<file path="config.mk">
export PLATFORM = sky130hd
export DESIGN_NAME = periodic_release_monitor_flat
export DESIGN_NICKNAME = d
export VERILOG_FILES = /design/src/hdl/prm_pkg.sv /design/src/hdl/prm_if.sv /design/src/hdl/periodic_release_monitor.sv /design/src/hdl/prm_rem_unit.sv /design/src/flat_wrapper.sv
export SDC_FILE = /design/constraint.sdc
export NUM_CORES = 1
export LEC_CHECK = 0
export BUFFER_PORTS_ARGS = -buffer_cell sky130_fd_sc_hd__buf_2
export CORE_ASPECT_RATIO = 1.2
export CORE_MARGIN = 5
export CORE_UTILIZATION = 50
export CTS_BUF_LIST = sky130_fd_sc_hd__clkbuf_2
export DETAILED_ROUTE_END_ITERATION = 10
export PLACE_DENSITY = 0.7
export SLEW_MARGIN = 10
export SYNTH_ARGS = -nofsm -noshare
export SYNTH_HDL_FRONTEND = slang
export SYNTH_SLANG_ARGS = --single-unit
</file>
<file path="constraint.sdc">
create_clock -name clk_i -period 13.95 [get_ports clk_i]
set_clock_uncertainty 0.2 [all_clocks]
set_input_delay 1.395 -clock clk_i [delete_from_list [all_inputs] [get_ports clk_i]]
set_output_delay 1.395 -clock clk_i [all_outputs]
set_load 0.02 [all_outputs]
</file>
<file path="src/hdl/prm_pkg.sv">
// Shared types, widths and codes for the periodic release monitor.
// No dependencies; compiled first.
package prm_pkg;

  localparam int unsigned TimeW   = 32;
  localparam int unsigned PeriodW = 24;
  localparam int unsigned TolW    = 24;
  localparam int unsigned DlW     = 32;
  localparam int unsigned ExpW    = 34;
  localparam int unsigned JitW    = 35;
  localparam int unsigned CntW    = 32;
  localparam int unsigned CfgIdxW = 2;
  localparam int unsigned CfgDatW = 32;
  localparam int unsigned DivSteps = TimeW;
  localparam int unsigned DivCntW  = $clog2(DivSteps);

  typedef enum logic [1:0] {
    CMD_START = 2'd0,
    CMD_WAKE  = 2'd1,
    CMD_DONE  = 2'd2
  } prm_cmd_e;

  typedef enum logic [1:0] {
    FAULT_NONE = 2'd0,
    FAULT_LATE = 2'd1,
    FAULT_MISS = 2'd2
  } prm_fault_e;

  localparam logic [CfgIdxW-1:0] CFG_PERIOD   = 2'd0;
  localparam logic [CfgIdxW-1:0] CFG_TOL      = 2'd1;
  localparam logic [CfgIdxW-1:0] CFG_DEADLINE = 2'd2;

  typedef struct packed {
    logic               start;
    logic [TimeW-1:0]   dividend;
    logic [PeriodW-1:0] divisor;
  } prm_div_req_t;

  typedef struct packed {
    logic               busy;
    logic               done;
    logic [PeriodW-1:0] rem;
  } prm_div_rsp_t;

  function automatic logic [CntW-1:0] sat_inc(input logic [CntW-1:0] c);
    return (&c) ? c : c + CntW'(1);
  endfunction

endpackage

</file>
<file path="src/hdl/prm_if.sv">
// Handshake channels of the periodic release monitor: event input, result
// output and register write. Depends on prm_pkg.
interface prm_in_if;
  logic                        valid;
  logic                        ready;
  logic [1:0]                  cmd;
  logic [prm_pkg::TimeW-1:0]   time_value;
  modport source (output valid, cmd, time_value, input ready);
  modport sink   (input valid, cmd, time_value, output ready);
endinterface

interface prm_out_if;
  logic                              valid;
  logic                              ready;
  logic                              skipped;
  logic                              late;
  logic                              deadline_missed;
  logic signed [prm_pkg::JitW-1:0]   wake_jitter;
  logic signed [prm_pkg::JitW-1:0]   jitter_min;
  logic signed [prm_pkg::JitW-1:0]   jitter_max;
  logic [prm_pkg::CntW-1:0]          sample_count;
  logic [prm_pkg::CntW-1:0]          late_count;
  logic [prm_pkg::CntW-1:0]          skip_count;
  logic [prm_pkg::CntW-1:0]          miss_count;
  logic [1:0]                        last_fault;
  logic [prm_pkg::ExpW-1:0]          expected_next;
  modport source (output valid, skipped, late, deadline_missed, wake_jitter, jitter_min,
                  jitter_max, sample_count, late_count, skip_count, miss_count,
                  last_fault, expected_next, input ready);
  modport sink   (input valid, skipped, late, deadline_missed, wake_jitter, jitter_min,
                  jitter_max, sample_count, late_count, skip_count, miss_count,
                  last_fault, expected_next, output ready);
endinterface

interface prm_cfg_if;
  logic                          valid;
  logic                          ready;
  logic [prm_pkg::CfgIdxW-1:0]   index;
  logic [prm_pkg::CfgDatW-1:0]   data;
  modport source (output valid, index, data, input ready);
  modport sink   (input valid, index, data, output ready);
endinterface

</file>
<file path="src/hdl/periodic_release_monitor.sv">
// Periodic release monitor: decodes start, wake and completion words, keeps
// the jitter statistics and realigns the expected tick. Depends on prm_pkg,
// prm_if and prm_rem_unit.
// Flow: one word at a time; the next word is accepted once the result of the
//   last is registered, which waits while an earlier result is still unread.
//   A skipped wake also waits for the 32-step serial remainder unit.
// Reset: asynchronous, active low; registers, statistics and expected tick clear.
module periodic_release_monitor (
  input logic       clk_i,
  input logic       rst_ni,
  prm_in_if.sink    in_i,
  prm_out_if.source out_o,
  prm_cfg_if.sink   cfg_i
);

  typedef enum logic [3:0] {
    S_IDLE = 4'b0001,
    S_EVAL = 4'b0010,
    S_DIV  = 4'b0100,
    S_FIN  = 4'b1000
  } state_e;

  state_e state_q, state_d;

  logic [prm_pkg::PeriodW-1:0] period_q;
  logic [prm_pkg::TolW-1:0]    tol_q;
  logic [prm_pkg::DlW-1:0]     deadline_q;

  logic [1:0]                  cmd_q;
  logic [prm_pkg::TimeW-1:0]   t_q;
  logic                        skip_q, skip_d;
  logic [prm_pkg::PeriodW-1:0] rem_q;

  logic [prm_pkg::ExpW-1:0]        exp_q, exp_d;
  logic signed [prm_pkg::JitW-1:0] min_q, min_d;
  logic signed [prm_pkg::JitW-1:0] max_q, max_d;
  logic [prm_pkg::CntW-1:0]        samples_q, samples_d;
  logic [prm_pkg::CntW-1:0]        lates_q, lates_d;
  logic [prm_pkg::CntW-1:0]        skips_q, skips_d;
  logic [prm_pkg::CntW-1:0]        misses_q, misses_d;
  logic [1:0]                      fault_q, fault_d;

  logic                            out_valid_q;
  logic                            f_skip_q, f_skip_d;
  logic                            f_late_q, f_late_d;
  logic                            f_miss_q, f_miss_d;
  logic signed [prm_pkg::JitW-1:0] jit_q, jit_d;

  prm_pkg::prm_div_req_t div_req;
  prm_pkg::prm_div_rsp_t div_rsp;

  logic                            accept;
  logic                            finish;
  logic signed [prm_pkg::JitW-1:0] jit_calc;
  logic [prm_pkg::JitW-1:0]        late_bound;
  logic [prm_pkg::JitW-1:0]        next_sum;
  logic [prm_pkg::ExpW-1:0]        realigned;
  logic                            wake_past;

  assign accept = in_i.valid && in_i.ready;
  assign finish = (state_q == S_FIN) && (!out_valid_q || out_o.ready);

  assign in_i.ready  = (state_q == S_IDLE);
  assign cfg_i.ready = 1'b1;

  assign wake_past  = {2'b00, t_q} > exp_q;
  assign jit_calc   = $signed({3'b000, t_q}) - $signed({1'b0, exp_q});
  assign late_bound = {1'b0, exp_q} + {11'd0, tol_q};
  assign next_sum   = {1'b0, exp_q} + {11'd0, period_q};
  assign realigned  = {2'b00, t_q} - {10'd0, rem_q} + {10'd0, period_q};

  assign div_req.start    = (state_q == S_EVAL) && skip_d;
  assign div_req.dividend = t_q;
  assign div_req.divisor  = period_q;

  prm_rem_unit u_rem (
    .clk_i  (clk_i),
    .rst_ni (rst_ni),
    .req_i  (div_req),
    .rsp_o  (div_rsp)
  );

  assign skip_d = (prm_pkg::prm_cmd_e'(cmd_q) == prm_pkg::CMD_WAKE) && (period_q != '0)
                  && wake_past;

  always_comb begin
    state_d = state_q;
    unique case (state_q)
      S_IDLE: if (accept) state_d = S_EVAL;
      S_EVAL: state_d = skip_d ? S_DIV : S_FIN;
      S_DIV:  if (div_rsp.done) state_d = S_FIN;
      S_FIN:  if (finish) state_d = S_IDLE;
      default: state_d = S_IDLE;
    endcase
  end

  // statistics update at the end of each word
  always_comb begin
    exp_d     = exp_q;
    min_d     = min_q;
    max_d     = max_q;
    samples_d = samples_q;
    lates_d   = lates_q;
    skips_d   = skips_q;
    misses_d  = misses_q;
    fault_d   = fault_q;
    f_skip_d  = 1'b0;
    f_late_d  = 1'b0;
    f_miss_d  = 1'b0;
    jit_d     = '0;
    case (prm_pkg::prm_cmd_e'(cmd_q))
      prm_pkg::CMD_START: begin
        exp_d     = {2'b00, t_q};
        min_d     = '0;
        max_d     = '0;
        samples_d = '0;
        lates_d   = '0;
        skips_d   = '0;
        misses_d  = '0;
        fault_d   = prm_pkg::FAULT_NONE;
      end
      prm_pkg::CMD_WAKE: begin
        if (period_q != '0) begin
          if (skip_q) begin
            exp_d    = realigned;
            skips_d  = prm_pkg::sat_inc(skips_q);
            fault_d  = prm_pkg::FAULT_LATE;
            f_skip_d = 1'b1;
          end else begin
            jit_d = jit_calc;
            if ((samples_q == '0) || (jit_calc < min_q)) min_d = jit_calc;
            if (jit_calc > max_q) max_d = jit_calc;
            samples_d = prm_pkg::sat_inc(samples_q);
            if ({3'b000, t_q} > late_bound) begin
              lates_d  = prm_pkg::sat_inc(lates_q);
              fault_d  = prm_pkg::FAULT_LATE;
              f_late_d = 1'b1;
            end else begin
              exp_d = next_sum[prm_pkg::ExpW] ? '1 : next_sum[prm_pkg::ExpW-1:0];
            end
          end
        end
      end
      prm_pkg::CMD_DONE: begin
        if (t_q > deadline_q) begin
          misses_d = prm_pkg::sat_inc(misses_q);
          fault_d  = prm_pkg::FAULT_MISS;
          f_miss_d = 1'b1;
        end
      end
      default: ;
    endcase
  end

  always_ff @(posedge clk_i or negedge rst_ni) begin
    if (!rst_ni) begin
      state_q     <= S_IDLE;
      period_q    <= '0;
      tol_q       <= '0;
      deadline_q  <= '0;
      exp_q       <= '0;
      min_q       <= '0;
      max_q       <= '0;
      samples_q   <= '0;
      lates_q     <= '0;
      skips_q     <= '0;
      misses_q    <= '0;
      fault_q     <= prm_pkg::FAULT_NONE;
      out_valid_q <= 1'b0;
    end else begin
      state_q <= state_d;
      if (cfg_i.valid && cfg_i.ready) begin
        unique case (cfg_i.index)
          prm_pkg::CFG_PERIOD:   period_q   <= cfg_i.data[prm_pkg::PeriodW-1:0];
          prm_pkg::CFG_TOL:      tol_q      <= cfg_i.data[prm_pkg::TolW-1:0];
          prm_pkg::CFG_DEADLINE: deadline_q <= cfg_i.data[prm_pkg::DlW-1:0];
          default: ;
        endcase
      end
      if (out_o.valid && out_o.ready) out_valid_q <= 1'b0;
      if (finish) begin
        out_valid_q <= 1'b1;
        exp_q       <= exp_d;
        min_q       <= min_d;
        max_q       <= max_d;
        samples_q   <= samples_d;
        lates_q     <= lates_d;
        skips_q     <= skips_d;
        misses_q    <= misses_d;
        fault_q     <= fault_d;
      end
    end
  end

  always_ff @(posedge clk_i) begin
    if (accept) begin
      cmd_q <= in_i.cmd;
      t_q   <= in_i.time_value;
    end
    if (state_q == S_EVAL) skip_q <= skip_d;
    if (div_rsp.done) rem_q <= div_rsp.rem;
    if (finish) begin
      f_skip_q <= f_skip_d;
      f_late_q <= f_late_d;
      f_miss_q <= f_miss_d;
      jit_q    <= jit_d;
    end
  end

  assign out_o.valid           = out_valid_q;
  assign out_o.skipped         = f_skip_q;
  assign out_o.late            = f_late_q;
  assign out_o.deadline_missed = f_miss_q;
  assign out_o.wake_jitter     = jit_q;
  assign out_o.jitter_min      = min_q;
  assign out_o.jitter_max      = max_q;
  assign out_o.sample_count    = samples_q;
  assign out_o.late_count      = lates_q;
  assign out_o.skip_count      = skips_q;
  assign out_o.miss_count      = misses_q;
  assign out_o.last_fault      = fault_q;
  assign out_o.expected_next   = exp_q;

  a_div_needs_period: assert property (@(posedge clk_i) disable iff (!rst_ni)
    (state_q == S_DIV) |-> (period_q != '0)) else $error("divide with zero period");
  a_one_flag: assert property (@(posedge clk_i) disable iff (!rst_ni)
    out_valid_q |-> ($countones({f_skip_q, f_late_q, f_miss_q}) <= 1))
    else $error("more than one event flag");
  a_skip_moves_ahead: assert property (@(posedge clk_i) disable iff (!rst_ni)
    (finish && f_skip_d) |-> (realigned > {2'b00, t_q}))
    else $error("realigned tick not past wake tick");
  a_valid_from_fin: assert property (@(posedge clk_i) disable iff (!rst_ni)
    $rose(out_valid_q) |-> $past(state_q == S_FIN)) else $error("result without finish");

endmodule

</file>
<file path="src/hdl/prm_rem_unit.sv">
// Bit-serial restoring divider returning the remainder of a tick by the period.
// One quotient bit per cycle through a single subtractor. Depends on prm_pkg.
module prm_rem_unit (
  input  logic                  clk_i,
  input  logic                  rst_ni,
  input  prm_pkg::prm_div_req_t req_i,
  output prm_pkg::prm_div_rsp_t rsp_o
);

  logic [prm_pkg::TimeW-1:0]   dvd_q, dvd_d;
  logic [prm_pkg::PeriodW-1:0] div_q, div_d;
  logic [prm_pkg::PeriodW-1:0] rem_q, rem_d;
  logic [prm_pkg::DivCntW-1:0] cnt_q, cnt_d;
  logic                        busy_q, busy_d;
  logic                        done_q, done_d;

  logic [prm_pkg::PeriodW:0]   shifted;
  logic [prm_pkg::PeriodW+1:0] trial;

  assign shifted = {rem_q, dvd_q[prm_pkg::TimeW-1]};
  assign trial   = {1'b0, shifted} - {2'b00, div_q};

  always_comb begin
    dvd_d  = dvd_q;
    div_d  = div_q;
    rem_d  = rem_q;
    cnt_d  = cnt_q;
    busy_d = busy_q;
    done_d = 1'b0;
    if (req_i.start && !busy_q) begin
      dvd_d  = req_i.dividend;
      div_d  = req_i.divisor;
      rem_d  = '0;
      cnt_d  = prm_pkg::DivCntW'(prm_pkg::DivSteps - 1);
      busy_d = 1'b1;
    end else if (busy_q) begin
      dvd_d = {dvd_q[prm_pkg::TimeW-2:0], 1'b0};
      rem_d = trial[prm_pkg::PeriodW+1] ? shifted[prm_pkg::PeriodW-1:0]
                                        : trial[prm_pkg::PeriodW-1:0];
      cnt_d = cnt_q - prm_pkg::DivCntW'(1);
      if (cnt_q == '0) begin
        busy_d = 1'b0;
        done_d = 1'b1;
      end
    end
  end

  always_ff @(posedge clk_i or negedge rst_ni) begin
    if (!rst_ni) begin
      busy_q <= 1'b0;
      done_q <= 1'b0;
      cnt_q  <= '0;
    end else begin
      busy_q <= busy_d;
      done_q <= done_d;
      cnt_q  <= cnt_d;
    end
  end

  always_ff @(posedge clk_i) begin
    dvd_q <= dvd_d;
    div_q <= div_d;
    rem_q <= rem_d;
  end

  assign rsp_o.busy = busy_q;
  assign rsp_o.done = done_q;
  assign rsp_o.rem  = rem_q;

  a_done_after_busy: assert property (@(posedge clk_i) disable iff (!rst_ni)
    done_q |-> $past(busy_q)) else $error("remainder done without a running divide");
  a_rem_below_div: assert property (@(posedge clk_i) disable iff (!rst_ni)
    done_q |-> (rem_q < div_q)) else $error("remainder not below divisor");
  a_no_restart: assert property (@(posedge clk_i) disable iff (!rst_ni)
    busy_q |=> (busy_q || done_q)) else $error("divide dropped before completion");

endmodule

</file>
<file path="src/flat_wrapper.sv">
// flat-port wrapper written by rule: the top's interface ports become plain ports
module periodic_release_monitor_flat 
  (clk_i, rst_ni, in_i_valid, in_i_cmd, in_i_time_value, in_i_ready, out_o_valid, out_o_skipped, out_o_late, out_o_deadline_missed, out_o_wake_jitter, out_o_jitter_min, out_o_jitter_max, out_o_sample_count, out_o_late_count, out_o_skip_count, out_o_miss_count, out_o_last_fault, out_o_expected_next, out_o_ready, cfg_i_valid, cfg_i_index, cfg_i_data, cfg_i_ready);
  prm_in_if in_i_i ();
  prm_out_if out_o_i ();
  prm_cfg_if cfg_i_i ();
  input logic clk_i;
  input logic rst_ni;
  input wire logic [$bits(in_i_i.valid)-1:0] in_i_valid;
  input wire logic [$bits(in_i_i.cmd)-1:0] in_i_cmd;
  input wire logic [$bits(in_i_i.time_value)-1:0] in_i_time_value;
  output wire logic [$bits(in_i_i.ready)-1:0] in_i_ready;
  output wire logic [$bits(out_o_i.valid)-1:0] out_o_valid;
  output wire logic [$bits(out_o_i.skipped)-1:0] out_o_skipped;
  output wire logic [$bits(out_o_i.late)-1:0] out_o_late;
  output wire logic [$bits(out_o_i.deadline_missed)-1:0] out_o_deadline_missed;
  output wire logic [$bits(out_o_i.wake_jitter)-1:0] out_o_wake_jitter;
  output wire logic [$bits(out_o_i.jitter_min)-1:0] out_o_jitter_min;
  output wire logic [$bits(out_o_i.jitter_max)-1:0] out_o_jitter_max;
  output wire logic [$bits(out_o_i.sample_count)-1:0] out_o_sample_count;
  output wire logic [$bits(out_o_i.late_count)-1:0] out_o_late_count;
  output wire logic [$bits(out_o_i.skip_count)-1:0] out_o_skip_count;
  output wire logic [$bits(out_o_i.miss_count)-1:0] out_o_miss_count;
  output wire logic [$bits(out_o_i.last_fault)-1:0] out_o_last_fault;
  output wire logic [$bits(out_o_i.expected_next)-1:0] out_o_expected_next;
  input wire logic [$bits(out_o_i.ready)-1:0] out_o_ready;
  input wire logic [$bits(cfg_i_i.valid)-1:0] cfg_i_valid;
  input wire logic [$bits(cfg_i_i.index)-1:0] cfg_i_index;
  input wire logic [$bits(cfg_i_i.data)-1:0] cfg_i_data;
  output wire logic [$bits(cfg_i_i.ready)-1:0] cfg_i_ready;
  assign in_i_i.valid = in_i_valid;
  assign in_i_i.cmd = in_i_cmd;
  assign in_i_i.time_value = in_i_time_value;
  assign in_i_ready = in_i_i.ready;
  assign out_o_valid = out_o_i.valid;
  assign out_o_skipped = out_o_i.skipped;
  assign out_o_late = out_o_i.late;
  assign out_o_deadline_missed = out_o_i.deadline_missed;
  assign out_o_wake_jitter = out_o_i.wake_jitter;
  assign out_o_jitter_min = out_o_i.jitter_min;
  assign out_o_jitter_max = out_o_i.jitter_max;
  assign out_o_sample_count = out_o_i.sample_count;
  assign out_o_late_count = out_o_i.late_count;
  assign out_o_skip_count = out_o_i.skip_count;
  assign out_o_miss_count = out_o_i.miss_count;
  assign out_o_last_fault = out_o_i.last_fault;
  assign out_o_expected_next = out_o_i.expected_next;
  assign out_o_i.ready = out_o_ready;
  assign cfg_i_i.valid = cfg_i_valid;
  assign cfg_i_i.index = cfg_i_index;
  assign cfg_i_i.data = cfg_i_data;
  assign cfg_i_ready = cfg_i_i.ready;
  periodic_release_monitor u_core (.clk_i(clk_i), .rst_ni(rst_ni), .in_i(in_i_i), .out_o(out_o_i), .cfg_i(cfg_i_i));
endmodule
</file>
# After elaboration in Yosys (flattened, before gate mapping)
# Index checks and enable logic that the tools add are counted.
# totals
ff_bits	503
out_inout_bits	275
# op_classes
addsub	11
magnitude_cmp	5
n_eq_ne	24
n_mux	55
bitwise_logic	2
n_reduce_logical	39
# op_table
op	count
$mux 32	14
$pmux 32 s2	4
$mux 35	6
$pmux 35 s2	2
$mux 34	4
$add 32x1->32 const B	4
$reduce_and 32->1	4
$add 34x24->35	2
$pmux 34 s2	1
$gt 32x35->1	1
$gt 35x35->1	1
$lt 35x35->1	1
$sub 32x34->35	1
$add 34x24->34	1
$gt 32x34->1	1
$sub 32x24->33	1
$gt 32x32->1	1
$logic_not 32->1	1
$sub 25x24->26	1
$reduce_and 5->1	5
$mux 24	1
$reduce_bool 24->1	1
$ne 2x2->1 const B	11
$mux 4	4
27 further kinds	63

# Logic depth before layout (Yosys ltp)
# Gate-level depths: netlist of run 1.
# depth
depth_word	7
mapped_depth	26
depth_no_buf	25

# Cells and area by module
# Synthesis of run 1 repeated with hierarchy kept, for this count alone.
# unflattened
cells_unflattened	3539
hier_area_um2	33502.1
# by_module_without_submodules
mod	instances	cells_per_inst	area_each_um2	seq_area_each_um2
periodic_release_monitor	1	3092	28762.6	10896.7
prm_rem_unit	1	447	4739.5	2337.2

# Least setup slack after synthesis of run 1
# No wires, ideal clock.
# synth_timing
path_kind	flip-flop to flip-flop
from	reg u_core.exp_q, in the netlist u_core.out_o.expected_next[13]
to	reg u_core.max_q, in the netlist u_core.out_o.jitter_max[17]
setup_ns	0.125
arrival_ns	5.380
t_required_ns	13.625
slack_ns	8.246
path_stages_with_launch	25
period_less_slack_ns	5.704
path_cell_list	dfrtp_1 -> inv_1 -> ha_1 -> and3_1 -> nor2b_1 -> a221oi_1 -> o21ai_0 -> o21a_1 -> o41a_1 -> a211oi_1 -> o21bai_1 -> xnor2_1 -> inv_1 -> ha_1 -> a21o_1 -> a21oi_1 -> nor2b_1 -> o21ai_0 -> nand2b_1 -> a221oi_1 -> o221ai_1 -> mux2i_1 -> nor2_1 -> clkbuf_1 -> mux2_2
# synth_between
word_cells_on_any_way	8
# synth_lines
item	line_no	source
start, declared	periodic_release_monitor.sv:34	logic [prm_pkg::ExpW-1:0] exp_q, exp_d;
start signal, assigned	periodic_release_monitor.sv:183	exp_q <= exp_d;
$sub 32x34->35	periodic_release_monitor.sv:67	assign jit_calc = $signed({3'b000, t_q}) - $signed({1'b0, exp_q});
named net u_core.jit_calc, one bit	periodic_release_monitor.sv:54	logic signed [prm_pkg::JitW-1:0] jit_calc;
$gt 35x35->1	periodic_release_monitor.sv:132	if (jit_calc > max_q) max_d = jit_calc;
$ne 2x2->1 (no source line)	n/a	
$reduce_and 5->1 (no source line)	n/a	
end signal, assigned	periodic_release_monitor.sv:185	max_q <= max_d;
end, declared	periodic_release_monitor.sv:36	logic signed [prm_pkg::JitW-1:0] max_q, max_d;
# The timed path passes the listed nets, and every way through them passes these cells. The select of a mux whose other input is x is not followed.
# A chain may end at the register's enable or synchronous reset.

# Worst setup path in the final report of run 1
# layout_timing
from	reg u_core.exp_q, in the netlist u_core.out_o.expected_next[0]
to	reg u_core.lates_q, in the netlist u_core.out_o.late_count[31]
# layout_between
elab_chain_cells	4
# layout_rtl
item	line_no	source
$add 34x24->35	periodic_release_monitor.sv:68	assign late_bound = {1'b0, exp_q} + {11'd0, tol_q};
$gt 32x35->1	periodic_release_monitor.sv:134	if ({3'b000, t_q} > late_bound) begin
$ne 2x2->1 (no source line)	n/a	
$reduce_and 6->1 (no source line)	n/a	
end signal, assigned	periodic_release_monitor.sv:187	lates_q <= lates_d;
end, declared	periodic_release_monitor.sv:38	logic [prm_pkg::CntW-1:0] lates_q, lates_d;
# Every way passes these cells.

==> results of run 1 <==
==> state kept, by name, indices dropped and copies added (netlist names), 34 cells and up <==
signal,flops
u_core.out_o.expected_next,34
u_core.out_o.jitter_max,35
u_core.out_o.jitter_min,35
u_core.out_o.wake_jitter,35
==> worst max-delay path, stage by stage, from the launching register on <==
cell and delay (ps):
dfrtp_1 440, ha_1 250, fa_1 420, a211oi_1 240, nor2_1 100, o211ai_1 420, a211oi_1 220, o31ai_1 300
nand2b_1 90, a21oi_1 330, nor3_1 100, xnor2_1 140, ha_1 290, nand4_1 130, or2_2 320, a221oi_1 250
nor4_1 100, a311oi_2 720, nand4_1 870, or3_1 610, a21oi_1 140
==> worst max-delay path by stage <==
| stage | to | depth (start not counted) |
|---|---|---|
| global route | u_core.out_o.late_count[29] | 21 |
| floorplan | u_core.out_o.jitter_max[17] | 24 |
| global placement | u_core.out_o.late_count[29] | 21 |
| detailed placement | u_core.out_o.late_count[29] | 21 |
| finish | u_core.out_o.late_count[31] | 20 |
| CTS | u_core.out_o.late_count[31] | 20 |
==> per-stage QoR <==
stage               power, uW  util [%]  setup WS, ps
floorplan                4810         -          8250
global placement         5960      54.9          7330
detailed placement       6020      54.9          7150
CTS                      7100      57.5          7120
global route             7670      57.5          6590
finish                   7110      57.5          7140
==> Yosys cell counts, types with 26 or more instances <==
library cell / number / area [sq um]
a21o_1: 103 / 773
and3_1: 36 / 225
nor3_1: 66 / 330
a22o_1: 33 / 289
a21oi_1: 214 / 1070
o21bai_1: 26 / 195
edfxtp_1: 153 / 4590
inv_1: 292 / 1100
nor4_1: 33 / 206
nor2_1: 292 / 1100
clkbuf_1: 84 / 315
and2_1: 26 / 163
nand2b_1: 29 / 181
o21a_1: 41 / 308
nand3_1: 73 / 365
o21ai_0: 149 / 746
ha_1: 292 / 3650
dfrtp_1: 325 / 8130
xnor2_1: 135 / 1180
or3_1: 42 / 263
o211ai_1: 29 / 218
nand2_1: 179 / 672
a211oi_1: 50 / 375
nor2b_1: 27 / 169
xor2_1: 93 / 815
nand4_1: 73 / 457
mux2_2: 179 / 2020
==> power groups by stage <==
| stage | logic [uW] | clock network (uW) | registers (uW) |
|---|---|---|---|
| final | 3990 | 1040 | 2080 |
| after global routing | 4410 | 1160 | 2100 |
| after CTS | 3960 | 1080 | 2070 |
| after detailed placement | 3920 | 0 | 2100 |
| after global placement | 3860 | 0 | 2090 |
| after floorplan | 2720 | 0 | 2090 |
==> kinds of logic (layout without fill, tap and decap cells) <==
| group | after synthesis | count (layout) |
|---|---|---|
| and+or+nand+nor | 952 | 952 |
| AOI/OAI and AO/OA | 817 | 817 |
| DFF | 503 | 503 |
| buffers and inverters | 388 | 963 |
| adders and majority gates | 298 | 298 |
| xor gates and xnor gates | 228 | 228 |
| muxes | 190 | 190 |
| other | 1 | 7 |
==> routing by layer <==
metal / track usage [%] / wire [um] / up-vias
met1: 36.2 / 42900 / 13493
met2: 46.4 / 48300 / 843
met4: 10.2 / 3610 / 0
li1: - / - / 13343
met5: 0 / 0 / -
met3: 4.84 / 5970 / 205
==> final cells by class <==
type,instances,area [sq um]
Fill cell,5816,27500
Multi-Input combinational cell,2486,18100
Sequential cell,503,13200
Timing Repair Buffer,434,2530
Inverter,293,1100
Tap cell,832,1040
Clock buffer,188,941
Clock inverter,48,267
Antenna cell,6,15.0
==> what timing repair did <==
action                    CTS  global route
hold endpoints to repair  165             0
resized for setup           0             0
hold buffers               47             0
==> metrics.txt, run 1 <==
Slew Viols, Final=0; worst r2r src=u_core.out_o.expected_next[0]; Post-Syn Area=0.0328 sq mm; switch share=46.9%; launching element type of the critical path=flop; combinational power share=56.1%; syn nets=3748; FF-to-FF path depth=20; Die Wd=244 um; Fin. Hold Viols=0; endpoints failing setup=0; async set-or-reset flop fraction in the synthesized netlist=64.8%; reg-to-reg endpoint=u_core.out_o.late_count[31]; min-delay src=cfg_i_data[2]; pin count of the biggest net entering global routing=135; pwr/cell area=191 mW/mm^2; first-pass GRT wire length=156 mm; Die H=290 um; final hold slack=176 ps; CP Data Arrival Time=7810 ps; Main synth FF type=dfrtp_1; initial DRC count=1879; GRT Residual Overflow=0; cells after synthesis=3377; worst hold path class=in -> reg; Fin Setup TNS=0 ps; Syn-to-layout area delta=13.7%; Clock Tree Root=clkbuf_2; Slew HR=24.0%; Port Buffer Count=346; final non-filler cell area=0.0372 sq mm; Final Wtd Congestion=0.932; critical path endpoint category=flop; Synth cell types=84; part of the power in registers=29.2%; antenna violations before repair=6; xor/xnor cell area share of the yosys netlist=6.10%; Initial Utilization=50.6%; CTS buffer count=132; Routed WL=101 mm; fin crit period=6810 ps; DRC viols=0; num rows=102; syn avg cell area=9.70 sq um; placed cells=4501; total vias in the final route=27884; max cap viols=0; clock network fraction of total power=14.6%; Hold EP=u_core.deadline_q[2]; outcome=finished clean; CTS Sinks=503; clk slew on worst S/H paths=100 ps; switching power=3330 uW; sequential share of the synthesized area=40.4%; DP Area=0.0355 sq mm; layout cells sized above 1=20.9%; Top Ports=348; Post-CTS Setup Bufs=0; Crit Path Category=reg -> reg; worst hold path stage count=2; adder-cell share of the synthesized area=11.5%; worst-path maximum fanout=19; Max VDD drop=0.0996 mV; Final period util=48.8%; Layout Cells excl Fill=4790; P_int=3780 uW; number of flops mapped to enable cells by yosys=153; mux cell area share after synthesis=6.49%; Pleak=0.0175 uW; most common cell after layout, fill and taps aside=buf_2; H-tree depth=4; via/cell ratio=5.82; vias in the first global route=27181; #FFs+latches synth=503; CTS tree=built; ANT nets after route=0; Worst EP required=14950 ps; Wirelength per Cell=21.0 um; reg-to-reg slack, setup=7140 ps; Skew-Pair Late Insertion Delay=1330 ps; commonest non-fill, non-tap cells in the layout=buf_2 (345), dfrtp_1 (325), inv_1 (292), ha_1 (292), nor2_1 (290); core area=0.0647 sq mm; nets@finish=4221; worst slew pin tran=1130 ps; Die ar.=0.0708 sq mm; gr usage total=27.7%; synth warn=0; Fmax=147 MHz; Critical Path Source=u_core.out_o.expected_next[0]; unrepaired setup endpoints after global routing=no; Final HPWL DP=76.8 mm; Clock Path Buffers=3; Post-Synth Simple-Gate Area=14.5%; main combinational cell family by area after synthesis=compound AO/OA/AOI/OAI gates; DRT Pass-1 Iters=6; compound-gate portion of the synthesized area=16.5%
No activity file was read; power rests on OpenSTA's default activity.
==> run 2: changes to the inputs <==
==> constraint.sdc (replaced) <==
create_clock -name clk_i -period 6.4 [get_ports clk_i]
set_clock_uncertainty 0.2 [all_clocks]
set_input_delay 0.64 -clock clk_i [delete_from_list [all_inputs] [get_ports clk_i]]
set_output_delay 0.64 -clock clk_i [all_outputs]
set_load 0.02 [all_outputs]
==> run 2 against run 1 <==
Design area up 3.5%; register-to-register slack worse by 6800 ps; worst hold slack better by 53 ps; largest power group unchanged.
==> metrics.txt, run 2 (synthesized netlist as in run 1, its figures left out) <==
worst slew pin tran=1150 ps (was 1130 ps); worst-path maximum fanout=8 (was 19); layout cells sized above 1=21.0% (was 20.9%); vias in the first global route=28157 (was 27181); Top Ports=348 (unchanged); Die Wd=244 um (unchanged); CTS Sinks=503 (unchanged); Fin. Hold Viols=0 (unchanged); Wirelength per Cell=21.4 um (was 21.0 um); Fin Setup TNS=0 ps (unchanged); Die H=290 um (unchanged); endpoints failing setup=0 (unchanged); initial DRC count=2032 (was 1879); CTS tree=built (unchanged); Initial Utilization=50.6% (unchanged); Worst EP required=7340 ps (was 14950 ps); final non-filler cell area=0.0385 sq mm (was 0.0372 sq mm); gr usage total=29.0% (was 27.7%); H-tree depth=4 (unchanged); Slew HR=22.4% (was 24.0%); Clock Path Buffers=3 (unchanged); pre-CTS setup slack=477 ps (was 7150 ps); DRC viols=0 (unchanged); max cap viols=0 (unchanged); Slew Viols, Final=0 (unchanged); core area=0.0647 sq mm (unchanged); commonest non-fill, non-tap cells in the layout=buf_2 (345), dfrtp_1 (325), inv_1 (292), ha_1 (292), nor2_1 (290) (unchanged); Die ar.=0.0708 sq mm (unchanged); Clock Tree Root=clkbuf_2 (unchanged); Port Buffer Count=346 (unchanged); Pleak=0.0181 uW (was 0.0175 uW); Max VDD drop=0.208 mV (was 0.0996 mV); pin count of the biggest net entering global routing=100 (was 135); Post-CTS Setup Bufs=0 (unchanged); pwr/cell area=413 mW/mm^2 (was 191 mW/mm^2); first-pass GRT wire length=163 mm (was 156 mm); CP Data Arrival Time=7040 ps (was 7810 ps); num rows=102 (unchanged); area of the multi-input gates=0.0181 sq mm (about the same); worst hold path class=in -> reg (unchanged); CTS buffer count=134 (was 132); antenna violations before repair=5 (was 6); launching element type of the critical path=flop (unchanged); total vias in the final route=28830 (was 27884); fill cell count=5648 (was 5816); Routed WL=105 mm (was 101 mm); clk slew on worst S/H paths=110 ps (was 100 ps); unrepaired setup endpoints after global routing=no (unchanged); critical path endpoint category=flop (unchanged); Syn-to-layout area delta=17.6% (was 13.7%); Reg area=0.0132 sq mm (unchanged); Final Wtd Congestion=0.966 (was 0.932); Final HPWL DP=79.3 mm (was 76.8 mm); DP Area=0.0358 sq mm (was 0.0355 sq mm); Fmax=164 MHz (was 147 MHz); outcome=finished clean (unchanged); Final period util=95.3% (was 48.8%); Skew-Pair Late Insertion Delay=1310 ps (was 1330 ps); most common cell after layout, fill and taps aside=buf_2 (unchanged); ANT nets after route=0 (unchanged); DRT Pass-1 Iters=5 (was 6); GRT Residual Overflow=0 (unchanged); fin worst setup slack=300 ps (was 7140 ps); nets@finish=4354 (was 4221); via/cell ratio=5.86 (was 5.82); fin crit period=6100 ps (was 6810 ps); Crit Path Category=reg -> reg (unchanged)
run 2: final timing paths:
check	from	slack, ps	depth (start not counted)	to
setup / recovery	u_core.t_q[1]	300	19	u_core.out_o.jitter_max[30]
hold reg to reg	u_core.u_rem.rem_q[10]	300	0	u_core.rem_q[10]
setup reg to reg	u_core.t_q[1]	300	19	u_core.out_o.jitter_max[30]
hold / removal	in_i_valid	230	6	u_core.state_q[2]
max in group asynchronous	rst_ni	4600	4	u_core.out_o.jitter_max[30]
min in group asynchronous	rst_ni	380	4	u_core.out_o.late_count[8]
run 2: timing repair:
| item | in CTS | in global routing |
|---|---|---|
| hold buffers | 145 | 0 |
| setup endpoints to repair | 0 | 4 |
| resized for setup | 0 | 2 |
| endpoints found under the hold margin | 410 | 0 |
run 2: stage by stage:
stage          instances  total power (uW)  hold WS, ps  util (%)
2_1_floorplan       3377             10500          144         -
3_3_place_gp        4533             13300          261      55.3
3_5_place_dp        4533             13400          272      55.3
4_1_cts             4914             15900         34.1      59.5
5_1_grt             4920             17100          173      59.6
6_report            4920             15900          229      59.6
run 2: layout make-up:
cell class,count,share of cell area (%)
Antenna cell,5,0.0325
Clock buffer,189,2.45
Clock inverter,47,0.766
Inverter,293,2.85
Multi-Input combinational cell,2486,47.0
Sequential cell,503,34.3
Tap cell,832,2.70
Timing Repair Buffer,565,9.84
run 2: critical path: stages, from the launching register on:
cell      delay [ps]
edfxtp_1         600
inv_1            110
fa_1             450
nand2b_1         190
a21oi_1          190
o21ai_0          180
a211oi_1         330
o21a_1           200
o41a_1           280
a21oi_1          170
o21ai_0          360
nand2_1          270
ha_1             400
and3_1           210
nand4_1          120
or3_1            400
o221ai_1         240
mux2i_1          200
nor3_1           630
a22o_1           230
run 2: layer usage:
layer	GRT usage (%)	vias up	part of all wire, %	routed length (um)
li1	-	13592	-	-
met1	36.9	13879	41	43200
met2	48.0	1093	47	49900
met3	6.50	266	6.9	7310
met4	12.3	0	4.6	4860
met5	0	-	0	0
run 2: power breakdown:
part | switching [uW] | internal, uW
clock | 1440 | 928
sequential | 610 | 3900
combinational | 5340 | 3700
==> run 3: changes to the inputs <==
--- a/config.mk
+++ b/config.mk
@@ -11,6 +11,7 @@
 export CORE_UTILIZATION = 50
 export CTS_BUF_LIST = sky130_fd_sc_hd__clkbuf_2
 export DETAILED_ROUTE_END_ITERATION = 10
+export GPL_TIMING_DRIVEN = 0
 export PLACE_DENSITY = 0.7
 export SLEW_MARGIN = 10
 export SYNTH_ARGS = -nofsm -noshare
==> run 3 against run 2 <==
Non-clock buffer count increased by 41; final cell count up 0.89%; total power decreased by 0.33%; global-route usage is 0.95 points higher.
==> metrics.txt, run 3 (synthesized netlist as in run 1, its figures left out) <==
Max VDD drop=0.279 mV (was 0.208 mV); Slew HR=10.0% (was 22.4%); Slew Viols, Final=0 (unchanged); Final HPWL DP=83.4 mm (was 79.3 mm); gr usage total=30.0% (was 29.0%); Initial Utilization=50.6% (unchanged); max cap viols=0 (unchanged); Worst EP required=7360 ps (was 7340 ps); min-delay src=out_o_ready (was in_i_valid); Die ar.=0.0708 sq mm (unchanged); clk slew on worst S/H paths=120 ps (was 110 ps); Layout Cells excl Fill=4964 (was 4920); most common cell after layout, fill and taps aside=buf_2 (unchanged); Syn-to-layout area delta=18.0% (was 17.6%); reg-to-reg endpoint=u_core.out_o.late_count[29] (was u_core.out_o.jitter_max[30]); combinational power share=56.1% (was 56.8%); Fin. Hold Viols=0 (unchanged); nets@finish=4394 (was 4354); pwr/cell area=410 mW/mm^2 (was 413 mW/mm^2); P_int=8360 uW (was 8520 uW); Top Ports=348 (unchanged); outcome=finished clean (unchanged); Crit Path Category=reg -> reg (unchanged); final hold slack=210 ps (was 229 ps); worst hold path stage count=6 (unchanged); CTS Sinks=503 (unchanged); core area=0.0647 sq mm (unchanged); Clock Tree Root=clkbuf_2 (unchanged); Port Buffer Count=346 (unchanged); CP max stage cell=dfrtp_1 (was nor3_1); antenna violations before repair=5 (unchanged); critical path endpoint category=flop (unchanged); worst slew pin tran=1350 ps (was 1150 ps); Fmax=161 MHz (was 164 MHz); via/cell ratio=5.89 (was 5.86); Die Wd=244 um (unchanged); fill cell count=5644 (was 5648); CP Data Arrival Time=7160 ps (was 7040 ps); switching power=7500 uW (was 7390 uW); ANT nets after route=0 (unchanged); GRT Residual Overflow=0 (unchanged); worst r2r src=u_core.out_o.expected_next[0] (was u_core.t_q[1]); Largest stage delay, worst path=460 ps (was 630 ps); layout cells sized above 1=19.8% (was 21.0%); fin crit period=6190 ps (was 6100 ps); Crit path max-delay family=compound AO/OA/AOI/OAI gates (unchanged); reg-to-reg slack, setup=210 ps (was 300 ps); pin count of the biggest net entering global routing=105 (was 100); DRT Pass-1 Iters=8 (was 5); fin worst setup slack=205 ps (was 300 ps); Pwr Total=15900 uW (about the same); FF-to-FF path depth=26 (was 19); DRC viols=0 (unchanged); CTS buffer count=133 (was 134); first-pass GRT wire length=166 mm (was 163 mm); initial DRC count=2239 (was 2032); Routed WL=109 mm (was 105 mm); Hold EP=u_core.state_q[2] (unchanged); Final period util=96.8% (was 95.3%); worst-path maximum fanout=9 (was 8); part of the power in registers=29.1% (was 28.3%); worst hold path class=in -> reg (unchanged); endpoints failing setup=0 (unchanged); pre-CTS setup slack=-1010 ps (was 477 ps); launching element type of the critical path=flop (unchanged); Skew-Pair Late Insertion Delay=1330 ps (was 1310 ps); critical path's most frequent cell=buf_4; Clock Path Buffers=3 (unchanged); Die H=290 um (unchanged); worst path bufs/invs=3 (was 1); commonest non-fill, non-tap cells in the layout=buf_2 (347), dfrtp_1 (325), ha_1 (292) (was buf_2 (345), dfrtp_1 (325), inv_1 (292), ha_1 (292), nor2_1 (290)); clock network fraction of total power=14.9% (about the same); Final Wtd Congestion=0.954 (was 0.966); vias in the first global route=28344 (was 28157); num rows=102 (unchanged); Pleak=0.0180 uW (was 0.0181 uW); placed cells=4561 (was 4533); switch share=47.3% (was 46.4%); total vias in the final route=29254 (was 28830); H-tree depth=4 (unchanged); Wirelength per Cell=22.0 um (was 21.4 um); CTS tree=built (unchanged)
run 3: worst max path at each step:
stage,start,to,slack (ps),depth (start not counted)
6_report,u_core.out_o.expected_next[0],u_core.out_o.late_count[29],210,26
5_1_grt,u_core.out_o.expected_next[0],u_core.out_o.late_count[29],-60,26
4_1_cts,u_core.t_q[0],u_core.out_o.jitter_max[23],20,25
3_5_place_dp,u_core.out_o.expected_next[0],u_core.out_o.expected_next[30],-1010,22
3_3_place_gp,rst_ni,u_core.deadline_q[25],-2100,1
2_1_floorplan,u_core.out_o.expected_next[13],u_core.out_o.jitter_max[17],700,24
run 3: routing by layer:
metal  vias up  part of all wire [%]  GRT usage (%)
met5         -                     0              0
met4         0                   5.1           13.8
met3       284                   6.8           5.11
met2      1155                    47           49.4
met1     14119                    41           38.8
li1      13696                     -              -
run 3: final cells by class:
type	instances	area [sq um]	share of cell area [%]
Sequential cell	503	13200	34.2
Antenna cell	2	5.00	0.0130
Tap cell	832	1040	2.69
Clock buffer	185	926	2.40
Timing Repair Buffer	511	3460	8.94
Clock inverter	57	328	0.848
Buffer	95	382	0.988
Inverter	293	1100	2.85
Multi-Input combinational cell	2486	18200	47.0
run 3: worst reg2reg max path, cell delays in order (launching register included):
cell      delay, ps
dfrtp_1         460
ha_1            270
fa_1            420
a211oi_1        230
nor2_1          120
o211ai_1        180
buf_4           180
a21boi_0         90
o21ai_0         240
a21boi_0        130
o21a_1          180
o21ai_0         220
nand2_1          90
a311oi_1        370
ha_1            310
and4_1          230
nor4bb_1        150
nand3_1         110
o211a_1         150
o41ai_1         110
a311oi_4        410
buf_4           240
nand4_1         210
buf_4           270
nor4_1          270
xnor2_1         180
nor2_1           60
run 3: power groups by stage:
stage	Clock (uW)	Sequential, uW	Combinational [uW]
finish	2360	4610	8900
global route	2580	4650	9810
CTS	2410	4590	8700
floorplan	0	4560	5920
global placement	0	4650	8370
detailed placement	0	4650	8520
run 3: what timing repair did:
action                                  in CTS  in global routing
hold buffers                               149                  0
gates resized for setup                     15                 25
endpoints found under the hold margin      437                  0
setup buffers                                7                  3
pin swaps                                    4                  1
endpoints found under the setup margin      94                 98
run 3: per-stage QoR:
stage	setup TNS, ps	area [sq um]	utilization (%)
finish	0	38600	59.7
global route	-57.1	38600	59.7
CTS	0	38500	59.6
detailed placement	-62790	35700	55.2
global placement	-729190	35500	54.9
floorplan	0	32800	-
